## config.mk

```make
export PLATFORM = sky130hd
export DESIGN_NAME = fde_seq
export DESIGN_NICKNAME = d
export VERILOG_FILES = /design/src/sv/fde_pkg.sv /design/src/sv/fde_seq.sv
export SDC_FILE = /design/constraint.sdc
export NUM_CORES = 1
export LEC_CHECK = 0
export BUFFER_PORTS_ARGS = -buffer_cell sky130_fd_sc_hd__buf_2
export CAP_MARGIN = 20
export CORE_AREA = 2 2 57 59
export DETAILED_ROUTE_END_ITERATION = 7
export DIE_AREA = 0 0 59 61
export GPL_TIMING_DRIVEN = 0
export PLACE_DENSITY = 0.84
export SYNTH_ARGS = -nofsm -noshare
export SYNTH_HDL_FRONTEND = slang
export SYNTH_SLANG_ARGS = --single-unit
```

## constraint.sdc

```tcl
create_clock -name i_clk -period 5.35 [get_ports i_clk]
set_input_delay 0 -clock i_clk [delete_from_list [all_inputs] [get_ports i_clk]]
set_output_delay 0 -clock i_clk [all_outputs]
set_load 0.02 [all_outputs]
```

## src/sv/fde_pkg.sv

```systemverilog
`timescale 1ns / 1ps
// ----------------------------------------------------------------------------
// fde_pkg
// Shared types, constants and microcode encodings for the feedback delay echo.
// ----------------------------------------------------------------------------
package fde_pkg;

    localparam int DELAY_DEPTH = 131072;
    localparam int ADDR_W      = $clog2(DELAY_DEPTH);
    localparam int SMP_W       = 16;
    localparam int GAIN_W      = 17;
    localparam int OPA_W       = 18;
    localparam int OPB_W       = 18;
    localparam int PROD_W      = OPA_W + OPB_W;
    localparam int ACC_W       = PROD_W + 1;
    localparam int STEP_W      = 5;

    localparam logic [GAIN_W-1:0] GAIN_ONE = GAIN_W'(65536);

    localparam logic [1:0] CFG_MODE  = 2'd0;
    localparam logic [1:0] CFG_DELAY = 2'd1;
    localparam logic [1:0] CFG_DECAY = 2'd2;
    localparam logic [1:0] CFG_WET   = 2'd3;

    localparam logic              RST_MODE  = 1'b1;
    localparam logic [GAIN_W-1:0] RST_DELAY = GAIN_W'(24000);
    localparam logic [GAIN_W-1:0] RST_DECAY = GAIN_W'(19661);
    localparam logic [GAIN_W-1:0] RST_WET   = GAIN_W'(32768);

    typedef logic [ADDR_W-1:0] t_addr;
    typedef logic [STEP_W-1:0] t_step;

    typedef struct packed {
        logic signed [SMP_W-1:0] left_in;
        logic signed [SMP_W-1:0] right_in;
        logic                    frame_last;
    } t_in_beat;

    typedef struct packed {
        logic signed [SMP_W-1:0] left_out;
        logic signed [SMP_W-1:0] right_out;
        logic                    frame_end;
    } t_out_beat;

    typedef struct packed {
        logic              mode;
        logic [GAIN_W-1:0] delay;
        logic [GAIN_W-1:0] decay;
        logic [GAIN_W-1:0] wet;
    } t_cfg;

    typedef enum logic [3:0] {
        A_LS, A_RS, A_M, A_DDRY, A_DWET, A_INL, A_INR, A_INSUM, A_INL2
    } t_asel;

    typedef enum logic [1:0] {
        B_DECAY, B_WET, B_DRY, B_ONE
    } t_bsel;

    typedef enum logic [1:0] {
        ACC_HOLD, ACC_LOAD, ACC_ADD
    } t_accop;

    typedef enum logic [2:0] {
        DST_NONE, DST_M, DST_DDRY, DST_DWET, DST_OUTL, DST_OUTR, DST_ADDL, DST_ADDR
    } t_dst;

    typedef enum logic [1:0] {
        SEQ_CLEAR, SEQ_IDLE, SEQ_RUN
    } t_seq_state;

    typedef struct packed {
        t_asel  asel;
        t_bsel  bsel;
        t_accop acc_op;
        logic   rnd17;
        t_dst   dst;
        logic   br_mono;
        t_step  target;
        logic   done;
        logic   wr_right;
    } t_ctrl;

    typedef struct packed {
        t_asel  asel;
        t_bsel  bsel;
        t_accop acc_op;
        logic   rnd17;
        t_dst   dst;
        logic   commit;
        logic   wr_right;
        logic   clr_we;
        t_addr  clr_addr;
    } t_dp_cmd;

endpackage

```

## src/sv/fde_seq.sv

```systemverilog
`timescale 1ns / 1ps
// ----------------------------------------------------------------------------
// fde_seq
// Microcode sequencer: step counter, control ROM, mode branch, store clearing.
// ----------------------------------------------------------------------------
module fde_seq
    import fde_pkg::*;
(
    input  logic    i_clk,
    input  logic    i_rst_n,
    input  logic    i_start,
    input  logic    i_mono,
    input  logic    i_out_free,
    output logic    o_ready,
    output t_dp_cmd o_cmd
);

    localparam t_step ST_MONO = t_step'(14);

    localparam t_ctrl UC_NOP = '{
        asel: A_LS, bsel: B_DECAY, acc_op: ACC_HOLD, rnd17: 1'b0, dst: DST_NONE,
        br_mono: 1'b0, target: '0, done: 1'b0, wr_right: 1'b0
    };

    function automatic t_ctrl uc_rom(input t_step s);
        t_ctrl c;
        c = UC_NOP;
        case (s)
            t_step'(0):  begin c.br_mono = 1'b1; c.target = ST_MONO; end
            // stereo
            t_step'(1):  begin c.asel = A_RS;    c.bsel = B_WET; end
            t_step'(2):  begin c.asel = A_LS;    c.bsel = B_DRY;   c.acc_op = ACC_LOAD; end
            t_step'(3):  begin c.asel = A_RS;    c.bsel = B_DECAY; c.acc_op = ACC_ADD; end
            t_step'(4):  begin
                c.asel = A_LS; c.bsel = B_DECAY; c.acc_op = ACC_LOAD; c.dst = DST_M;
            end
            t_step'(5):  begin
                c.asel = A_M; c.bsel = B_DECAY; c.acc_op = ACC_LOAD; c.dst = DST_DDRY;
            end
            t_step'(6):  begin
                c.asel = A_INL2; c.bsel = B_DRY; c.acc_op = ACC_LOAD; c.dst = DST_DWET;
            end
            t_step'(7):  begin
                c.asel = A_INSUM; c.bsel = B_WET; c.acc_op = ACC_LOAD; c.dst = DST_OUTL;
            end
            t_step'(8):  begin c.asel = A_DDRY;  c.bsel = B_DRY;   c.acc_op = ACC_ADD; end
            t_step'(9):  begin
                c.asel = A_DWET; c.bsel = B_WET; c.acc_op = ACC_LOAD;
                c.rnd17 = 1'b1; c.dst = DST_ADDL;
            end
            t_step'(10): begin c.asel = A_INR;   c.bsel = B_DRY;   c.acc_op = ACC_ADD; end
            t_step'(11): begin c.acc_op = ACC_LOAD; c.dst = DST_OUTR; end
            t_step'(12): begin c.dst = DST_ADDR; end
            t_step'(13): begin c.done = 1'b1; c.wr_right = 1'b1; end
            // mono
            t_step'(14): begin c.asel = A_LS;    c.bsel = B_DECAY; end
            t_step'(15): begin c.asel = A_INL;   c.bsel = B_ONE;   c.acc_op = ACC_LOAD; end
            t_step'(16): begin c.acc_op = ACC_LOAD; c.dst = DST_OUTL; end
            t_step'(17): begin c.dst = DST_ADDL; end
            t_step'(18): begin c.done = 1'b1; end
            default:     begin c.done = 1'b1; end
        endcase
        return c;
    endfunction

    t_seq_state r_state, n_state;
    t_step      r_step, n_step;
    t_addr      r_clr, n_clr;
    t_ctrl      cw;

    always_ff @(posedge i_clk) begin
        if (!i_rst_n) begin
            r_state <= SEQ_CLEAR;
            r_step  <= '0;
            r_clr   <= '0;
        end else begin
            r_state <= n_state;
            r_step  <= n_step;
            r_clr   <= n_clr;
        end
    end

    always_comb begin
        cw      = uc_rom(r_step);
        n_state = r_state;
        n_step  = r_step;
        n_clr   = r_clr;
        o_cmd   = '{
            asel: A_LS, bsel: B_DECAY, acc_op: ACC_HOLD, rnd17: 1'b0, dst: DST_NONE,
            commit: 1'b0, wr_right: 1'b0, clr_we: 1'b0, clr_addr: r_clr
        };
        case (r_state)
            SEQ_CLEAR: begin
                o_cmd.clr_we = 1'b1;
                if (r_clr == t_addr'(DELAY_DEPTH - 1)) begin
                    n_state = SEQ_IDLE;
                end else begin
                    n_clr = r_clr + t_addr'(1);
                end
            end
            SEQ_IDLE: begin
                if (i_start) begin
                    n_state = SEQ_RUN;
                    n_step  = '0;
                end
            end
            SEQ_RUN: begin
                o_cmd.asel = cw.asel;
                o_cmd.bsel = cw.bsel;
                if (cw.done) begin
                    if (i_out_free) begin
                        o_cmd.commit   = 1'b1;
                        o_cmd.wr_right = cw.wr_right;
                        n_state        = SEQ_IDLE;
                    end
                end else begin
                    o_cmd.acc_op = cw.acc_op;
                    o_cmd.rnd17  = cw.rnd17;
                    o_cmd.dst    = cw.dst;
                    n_step = (cw.br_mono && i_mono) ? cw.target : r_step + t_step'(1);
                end
            end
            default: begin
                n_state = SEQ_CLEAR;
            end
        endcase
    end

    assign o_ready = (r_state == SEQ_IDLE);

endmodule

```

==> flow_summary.toml, run 1 <==
[yosys]
combinational_family_with_the_most_area_after_synthesis = "simple AND/OR/NAND/NOR gates"
synth_top_cells_by_area = "dfxtp_1, nor2_1, xor2_1, ha_1, a21oi_1"
synth_compound_gate_area_share = 0.210
synth_ff_type = "dfxtp_1"
yosys.area.top_type_share = 0.293
synth_xor_xnor_area_share = 0.0748
ys_async_sr_fraction = 0
seq_area_frac_synth = 0.293
synth-warning-count = 0
mux_share_of_post_synthesis_cell_area = 0.0122
synth_edf_count = 0
synth_nets = 223
synthesis.area_per_instance_um2 = 7.77
synth_simple_gate_area_frac = 0.297
netlist-cell-type-count = 54
synth_adder_area_share = 0.0534
synth_seq_cells = 24
yosys.area.top_type = "dfxtp_1"
post_synth_inst_count = 211
synth.cell_area_um2 = 1640

[grt]
wire_length_of_the_first_global_routing_pass_um = 6290
initial_antenna_violation_count = 0
globalRoute.totalOverflow = 0
via_count_of_the_first_global_routing_pass = 1412
grt_max_degree = 15
grtUsageTotal = 0.224

[clock_tree]
root_buffer = "clkbuf_4"
worstSkewPairLatency_ns = 0.32
clk_transition_reported_paths_ns = 0.12
ctsLongestPathBuffers = 2
tritoncts = "done"
cts_inserted_buffers = 3
htree_num_levels = 1
clock_sink_count = 24
post-cts-setup-buffers = 0

[timing]
fmaxAchievable_mhz = 326
layout_min_cycle_time_ns = 3.07
min_period_over_period = 0.574
hold_worst_slack_ns = 0.0318
fin_tns_setup_ns = 0
setup_viol = 0
finalClockSkew_ns = 0.0157
final_max_slew_viol_count = 0
maxSlewHeadroom = 0.628
rsz0062_at_grt = "false"
report.final.hold_viol_count = 0
tightest_slew_ns = 0.556

[critical_path]
path_buf_inv = 5
worstReg2RegEnd = "r_step[2]"
worst_ep_required_time_ns = 5.35
setup.worst_path.class = "reg -> out"
worst_setup_startpoint = "r_step[3]"
r2r_start = "r_step[3]"
worst_setup_path_start_kind = "flop"
cp.depth = 10
critical-path-max-stage-delay_ns = 0.52
slowest_stage = "o41ai_4"
worstSetupEndpointType = "output port"
critical-path-top-delay-family = "buffers and inverters"
timing.critical_path.arrival_ns = 3.07
critical_path.cell_chain = "clkbuf_1 > clkbuf_1 > clkbuf_1 > and3_1 > ha_1 > a31o_2 > o41ai_4 > buf_6 > nor2_1 > buf_2"
cell_repeated_most_along_the_worst_path = "clkbuf_1"
highest_fanout_seen_on_the_critical_path = 10
setup.reg_to_reg.worst_slack_ns = 2.49
worstSetupEndpoint = "o_cmd[24]"
rr_worst_depth = 10

[drt]
wire_per_inst_um = 13.4
routed-via-count = 1690
drt_iter0_markers = 144
vias_per_cell = 5.89
detailedRoute.firstPassIterationCount = 5
wirelength_um = 3840
detail_route.drc_violations = 0
antenna_left = 0

[floorplan]
die_w_um = 59
num_rows = 20
ios = 38
initial_core_util = 0.555
dieArea_um2 = 3600
core_area_um2 = 2950
dieHeight_um = 61

[power_and_ir_drop]
worst_case_vdd_ir_drop_mv = 0.181
leakage_nw = 0.847
powerDensity_nw_per_um2 = 171
finalPower_w = 0.000330

[layout]
layout-drive-gt1-share = 0.217
final_nets = 267
syn2layout_area_growth_pct = 18.2
antenna-diode-count = 0
finish.instance_area_um2 = 1940
layout.cells.most_common = "buf_2"
most_frequent_cells_in_the_layout = "buf_2, nor2_1, dfxtp_1"

[flow_run]
drv_cap = 0

[place]
globalplace.congestion = 0.904
detailed_place.area_um2 = 1870
io_buffer_count = 37
place.detailed.hpwl_um = 2810

[run_status]
outcome = "finished clean"

[min_path]
worstHoldPathType = "in -> reg"
[per-layer routing]
metal / vias up / track usage / share of wire
met4: 0 / 0.0714 / 0.015
met1: 759 / 0.299 / 0.45
met3: 8 / 0.0341 / 0.072
met5: - / 0 / 0
met2: 88 / 0.373 / 0.46
li1: 835 / - / -
[worst min-delay path by stage]
stage	startpoint	end	slack, ns	depth (start not counted)
finish	i_start	r_state[0]	0.03	4
global route	i_start	r_state[0]	0.05	4
CTS	i_start	r_state[0]	0.03	4
detailed placement	i_start	r_state[0]	0.32	4
global placement	i_start	r_state[0]	0.32	4
floorplan	i_out_free	o_cmd[18]	0.15	2
[cell families after synthesis]
| group | after synthesis |
|---|---|
| XOR/XNOR | 14 |
| AND/OR/NAND/NOR | 97 |
| adder cells (fa/ha/maj) | 7 |
| AO/OA/AOI/OAI | 47 |
| flip-flops | 24 |
| multiplexers | 2 |
| buffers and inverters | 20 |
[where the power goes]
part | switching [W] | internal [W] | total, W
clock | 0.0000560 | 0.0000758 | 0.000132
combinational | 0.00000971 | 0.00000605 | 0.0000158
sequential | 0.00000221 | 0.000181 | 0.000183
[worst min-delay path: cells and delay by family]
family                 cells  cell delay, ns
AO/OA/AOI/OAI              2            0.17
buffers and inverters      1            0.09
AND/OR/NAND/NOR            1            0.05
[timing repair]
| item | in CTS | in global routing |
|---|---|---|
| hold buffers | 2 | 0 |
| setup endpoints to repair | 0 | 0 |
| gates resized for setup | 0 | 0 |
| endpoints found under the hold margin | 2 | 0 |
[final cells by class]
type                       instances  area [um^2]
inverter                           6         22.5
clock buffer                       3         22.5
sequential                        24          480
clock inverter                     1         30.0
timing repair buffer              39          205
buffer                            14         75.1
multi-input combinational        167         1060
tap                               33         41.3
fill                             275         1010
[synthesized netlist by cell type, types with 2 or more instances]
library cell and number:
nor3_1 2, clkbuf_1 8, xor2_1 11, dfxtp_1 24, o21bai_1 2, inv_1 6, nor2b_1 5, o31ai_1 2
o21a_1 3, ha_1 7, nor2_1 34, and3_1 7, buf_2 2, a21oi_1 13, mux2i_1 2, nand4_1 7
nand2_1 17, o21ai_0 8, and4_1 3, nand2b_1 3, xnor2_1 3, nand3_1 9, buf_6 2
[stage by stage]
stage	setup slack, ns	std cells	utilization
floorplan	2.94	211	-
detailed placement	2.57	281	0.632
finish	2.28	287	0.656
CTS	2.32	287	0.656
global route	2.03	287	0.656
global placement	2.58	281	0.632
[state kept, by name, indices dropped and copies added (netlist names)]
| name | count |
|---|---|
| r_state | 2 |
| r_step | 5 |
| r_clr | 17 |
Power figures use the tool's default switching activity.
==> run 2, diff against run 1 <==
--- a/config.mk
+++ b/config.mk
@@ -7,11 +7,11 @@
 export LEC_CHECK = 0
 export BUFFER_PORTS_ARGS = -buffer_cell sky130_fd_sc_hd__buf_2
 export CAP_MARGIN = 20
-export CORE_AREA = 2 2 57 59
+export CORE_AREA = 2 2 62 64
 export DETAILED_ROUTE_END_ITERATION = 7
-export DIE_AREA = 0 0 59 61
+export DIE_AREA = 0 0 64 66
 export GPL_TIMING_DRIVEN = 0
-export PLACE_DENSITY = 0.84
+export PLACE_DENSITY = 0.75
 export SYNTH_ARGS = -nofsm -noshare
 export SYNTH_HDL_FRONTEND = slang
 export SYNTH_SLANG_ARGS = --single-unit
==> constraint.sdc (replaced) <==
create_clock -name i_clk -period 2.8 [get_ports i_clk]
set_input_delay 0 -clock i_clk [delete_from_list [all_inputs] [get_ports i_clk]]
set_output_delay 0 -clock i_clk [all_outputs]
set_load 0.02 [all_outputs]
==> run 2 against run 1 <==
  * Critical path depth decreased by 1
  * Final cell count increased by 5.6%
  * Sequential power increased by 91%
  * Critical path type unchanged
  * Design area increased by 2.5%
  * Clock-buffer cell count increased by 1
==> flow_summary.toml, run 2 (synthesis results as in run 1) <==
[clock_tree]
clock_sink_count = 24
ctsLongestPathBuffers = 2
clk_transition_reported_paths_ns = 0.14
tritoncts = "done"
worstSkewPairLatency_ns = 0.33
cts_inserted_buffers = 3
htree_num_levels = 1
root_buffer = "clkbuf_4"

[drt]
detail_route.drc_violations = 0
wire_per_inst_um = 12.9
drt_iter0_markers = 145
detailedRoute.firstPassIterationCount = 4
wirelength_um = 3910
antenna_left = 0
routed-via-count = 1656
vias_per_cell = 5.47

[layout]
antenna-diode-count = 0
reg_top3 = "r_clr: 17 flops, r_step: 5 flops, r_state: 2 flops"
finish.instance_area_um2 = 1990
layout.cells.most_common = "buf_2"
number_of_filler_instances_in_the_final_layout = 339
layout.area.seq_um2 = 483
non_filler_cells_final = 303
layout-drive-gt1-share = 0.239
top_register = "r_clr"
most_frequent_cells_in_the_layout = "buf_2, nor2_1, dfxtp_1"
syn2layout_area_growth_pct = 21.1
largest_reg_flops = 17
multi_input_area_um2 = 1080
final_nets = 268

[critical_path]
worstSetupEndpointType = "output port"
highest_fanout_seen_on_the_critical_path = 9
setup.worst_path.class = "reg -> out"
r2r_start = "r_step[0]"
worst_setup_path_start_kind = "flop"
worst_setup_startpoint = "r_step[0]"
worstReg2RegEnd = "r_state[0]"
rr_worst_depth = 9
timing.critical_path.arrival_ns = 2.66
worst_ep_required_time_ns = 2.80
setup.reg_to_reg.worst_slack_ns = 0.18

[flow_run]
drv_cap = 0

[grt]
initial_antenna_violation_count = 0
globalRoute.totalOverflow = 0
grtUsageTotal = 0.196
wire_length_of_the_first_global_routing_pass_um = 6620
grt_max_degree = 14
via_count_of_the_first_global_routing_pass = 1509

[power_and_ir_drop]
powerDensity_nw_per_um2 = 287
power.combinational.fraction = 0.054
power.internal_w = 0.000436
clock_power_share = 0.331
switching_power_w = 0.000133
worst_case_vdd_ir_drop_mv = 0.264
share_seq_of_total_power = 0.615
power.share.switching = 0.233
leakage_nw = 0.864

[min_path]
worst_hold_path.num_cells = 3
hold-path-endpoint = "r_state[1]"
worstHoldPathType = "in -> reg"
min_from = "i_start"

[place]
place.detailed.hpwl_um = 2910
detailed_place.area_um2 = 1880
post-place-cells = 296
io_buffer_count = 37
globalplace.congestion = 0.893

[floorplan]
num_rows = 22
dieHeight_um = 66
core_area_um2 = 3550
ios = 38
die_w_um = 64
initial_core_util = 0.462
dieArea_um2 = 4220

[timing]
report.final.hold_viol_count = 0
min_period_over_period = 0.949
finalClockSkew_ns = 0.00885
fmaxAchievable_mhz = 376
fin_tns_setup_ns = 0
maxSlewHeadroom = 0.501
tightest_slew_ns = 0.742
hold_worst_slack_ns = 0.105
final_max_slew_viol_count = 0
setup_viol = 0
layout_min_cycle_time_ns = 2.66

[run_status]
outcome = "finished clean"
run 2: cell count changes in the layout (fill, tap and decap cells not counted), sizes merged:
cell and change:
buf +2, clkbuf -1, bufinv -1, dlygate4sd3 +1
run 2: cell type report:
type                            instances  share of cell area
Multi-Input combinational cell        167               0.545
Sequential cell                        24               0.243
Timing Repair Buffer                   42               0.116
Buffer                                 12              0.0359
Tap cell                               48              0.0302
Clock buffer                            4              0.0183
Inverter                                6              0.0113
run 2: worst max-delay path by stage:
stage                      end  slack [ns]  cells after the start
floorplan             r_clr[7]        0.39                     10
global placement     r_step[2]       -0.02                     10
detailed placement   r_step[2]       -0.02                     10
CTS                 r_state[0]        0.03                      9
global route          r_clr[7]       -0.02                     10
finish               o_cmd[24]        0.14                      9
run 2: metal layers:
metal	vias up	global-route usage	part of all wire
met1	773	0.253	0.46
met5	-	0	0
met4	0	0.0571	0.013
li1	834	-	-
met2	42	0.329	0.47
met3	7	0.0409	0.046
run 2: per-stage QoR:
| stage | total power, W | utilization | setup slack, ns |
|---|---|---|---|
| 5_1_grt | 0.000590 | 0.559 | -0.0196 |
| 3_3_place_gp | 0.000385 | 0.531 | -0.0218 |
| 3_5_place_dp | 0.000386 | 0.531 | -0.0188 |
| 6_report | 0.000569 | 0.559 | 0.143 |
| 2_1_floorplan | 0.000374 | - | 0.387 |
| 4_1_cts | 0.000576 | 0.556 | 0.0334 |
run 2: timing repair:
action,CTS,global route
setup endpoints to repair,14,15
resized for setup,4,4
pin swaps,1,0
hold endpoints to repair,5,0
hold buffers,3,0
buffers inserted,2,0
run 2: critical path, stage by stage, from the launching register on:
cell and delay (ns):
dfxtp_2 0.37, ha_1 0.19, clkbuf_2 0.17, and3_1 0.21, ha_1 0.23, a31o_2 0.29, o41ai_4 0.50, buf_6 0.17
nor2_1 0.04, buf_2 0.16
run 2: power by group through the flow:
stage	clock network (W)	logic [W]	registers, W
global route	0.000205	0.0000342	0.000351
detailed placement	0	0.0000289	0.000357
floorplan	0	0.0000125	0.000361
global placement	0	0.0000280	0.000357
finish	0.000188	0.0000308	0.000350
CTS	0.000195	0.0000312	0.000350
==> run 3, diff against run 2 <==
--- a/config.mk
+++ b/config.mk
@@ -7,11 +7,11 @@
 export LEC_CHECK = 0
 export BUFFER_PORTS_ARGS = -buffer_cell sky130_fd_sc_hd__buf_2
 export CAP_MARGIN = 20
-export CORE_AREA = 2 2 62 64
+export CORE_AREA = 2 2 45 88
 export DETAILED_ROUTE_END_ITERATION = 7
-export DIE_AREA = 0 0 64 66
+export DIE_AREA = 0 0 47 90
 export GPL_TIMING_DRIVEN = 0
-export PLACE_DENSITY = 0.75
+export PLACE_DENSITY = 0.74
 export SYNTH_ARGS = -nofsm -noshare
 export SYNTH_HDL_FRONTEND = slang
 export SYNTH_SLANG_ARGS = --single-unit
==> run 3 against run 2 <==
  * Routed wire length up 0.64%
  * Setup slack better by 0.019 ns
  * Final cell count down 0.99%
  * Design area down 2.2%
  * Sequential share of layout area up 0.42 points
  * Die area up 0.14%
  * Clock power up 3%
  * Clock-buffer cell count down 1
  * Critical path type unchanged
  * Critical endpoint unchanged
  * Highest routed layer unchanged
==> flow_summary.toml, run 3 (synthesis results as in run 1) <==
[grt]
initial_antenna_violation_count = 0
globalRoute.totalOverflow = 0
wire_length_of_the_first_global_routing_pass_um = 6650
via_count_of_the_first_global_routing_pass = 1522
grtUsageTotal = 0.202
grt_max_degree = 13

[layout]
layout.cells.most_common = "buf_2"
layout-drive-gt1-share = 0.227
reg_top3 = "r_clr: 17 flops, r_step: 5 flops, r_state: 2 flops"
largest_reg_flops = 17
finish.instance_area_um2 = 1940
top_register = "r_clr"
antenna-diode-count = 0
final_nets = 265
syn2layout_area_growth_pct = 18.5
most_frequent_cells_in_the_layout = "buf_2, nor2_1, dfxtp_1"

[place]
place_worst_setup_slack_ns = -0.0168
detailed_place.area_um2 = 1890
globalplace.congestion = 0.915
io_buffer_count = 37
place.detailed.hpwl_um = 3150

[drt]
antenna_left = 0
routed-via-count = 1650
drt_iter0_markers = 34
detail_route.drc_violations = 0
vias_per_cell = 5.50
wirelength_um = 3940
wire_per_inst_um = 13.1
detailedRoute.firstPassIterationCount = 5

[floorplan]
dieHeight_um = 90
ios = 38
die_w_um = 47
num_rows = 31
core_area_um2 = 3570
initial_core_util = 0.459
dieArea_um2 = 4230

[clock_tree]
htree_num_levels = 1
clock_sink_count = 24
ctsLongestPathBuffers = 2
root_buffer = "clkbuf_8"
worstSkewPairLatency_ns = 0.26
tritoncts = "done"
clk_transition_reported_paths_ns = 0.08
ctsHoldBuffers = 0
cts_inserted_buffers = 3

[run_status]
outcome = "finished clean"

[min_path]
min_from = "i_out_free"
worstHoldPathType = "in -> reg"

[timing]
rsz0062_at_grt = "false"
final_critical_path_setup_slack_ns = 0.163
fmaxAchievable_mhz = 379
min_period_over_period = 0.942
tightest_slew_ns = 0.593
layout_min_cycle_time_ns = 2.64
maxSlewHeadroom = 0.601
final_max_slew_viol_count = 0
fin_tns_setup_ns = 0
finalClockSkew_ns = 0.00529
report.final.hold_viol_count = 0
setup_viol = 0

[critical_path]
worst_setup_path_start_kind = "flop"
timing.critical_path.arrival_ns = 2.64
highest_fanout_seen_on_the_critical_path = 10
worst_ep_required_time_ns = 2.80
r2r_start = "r_clr[0]"
worstSetupEndpointType = "output port"
worst_setup_startpoint = "r_step[0]"
setup.worst_path.class = "reg -> out"

[power_and_ir_drop]
leakage_nw = 0.847
powerDensity_nw_per_um2 = 294
worst_case_vdd_ir_drop_mv = 0.330

[flow_run]
drv_cap = 0
[run 3: cell count changes in the layout (fill, tap and decap cells not counted)]
| cell | delta |
|---|---|
| buf_4 | -1 |
| clkbuf_2 | +1 |
| dlygate4sd3_1 | -3 |
| nor4_4 | -1 |
| dfxtp_2 | -2 |
| nor4_1 | +1 |
| clkbuf_4 | -3 |
| dfxtp_1 | +2 |
| clkbuf_8 | +2 |
[run 3: worst max-delay path, stage by stage, from the launching register on]
cell,delay [ns]
dfxtp_1,0.37
ha_1,0.21
clkbuf_2,0.18
and3_1,0.21
ha_1,0.24
a31o_2,0.29
o41ai_4,0.34
buf_4,0.19
buf_6,0.15
nor2_1,0.05
buf_2,0.16
[run 3: area by class of cell]
type | instances | area (um^2)
fillers | 391 | 1630
plain buffers | 13 | 76.3
clock buffers | 3 | 41.3
well taps | 49 | 61.3
flip-flops and latches | 24 | 480
multi-input cells | 167 | 1070
repair buffers | 38 | 193
inverters | 6 | 22.5
[run 3: report_power, final]
part           switching [W]  leakage, nW  internal, W
combinational      0.0000185        0.632   0.00000972
clock              0.0000987       0.0216    0.0000958
sequential        0.00000430        0.194     0.000345
total               0.000122        0.847     0.000450
[run 3: worst paths after layout]
kind	endpoint	slack, ns	depth (start not counted)
setup / recovery	o_cmd[24]	0.16	10
hold / removal	r_state[0]	0.04	3
setup reg to reg	r_clr[7]	0.27	10
hold reg to reg	r_clr[15]	0.54	2
[run 3: layer usage]
| layer | track usage | vias up | wire length (um) |
|---|---|---|---|
| li1 | - | 827 | - |
| met1 | 0.220 | 762 | 1470 |
| met2 | 0.362 | 49 | 2200 |
| met3 | 0.0201 | 12 | 121 |
| met4 | 0.0856 | 0 | 135 |
| met5 | 0 | - | 0 |
[run 3: timing repair]
action	CTS	global route
pin swaps	1	0
setup endpoints to repair	15	11
cloned	0	0
resized for setup	4	1
setup buffers	1	0
[run 3: stage by stage]
stage | util | hold slack (ns) | power, W | std cells
after global routing | 0.544 | 0.0376 | 0.000599 | 300
after global placement | 0.528 | 0.303 | 0.000385 | 297
after CTS | 0.544 | 0.0359 | 0.000579 | 301
after detailed placement | 0.528 | 0.304 | 0.000385 | 297
after floorplan | - | 0.150 | 0.000374 | 211
final | 0.544 | 0.0355 | 0.000572 | 300
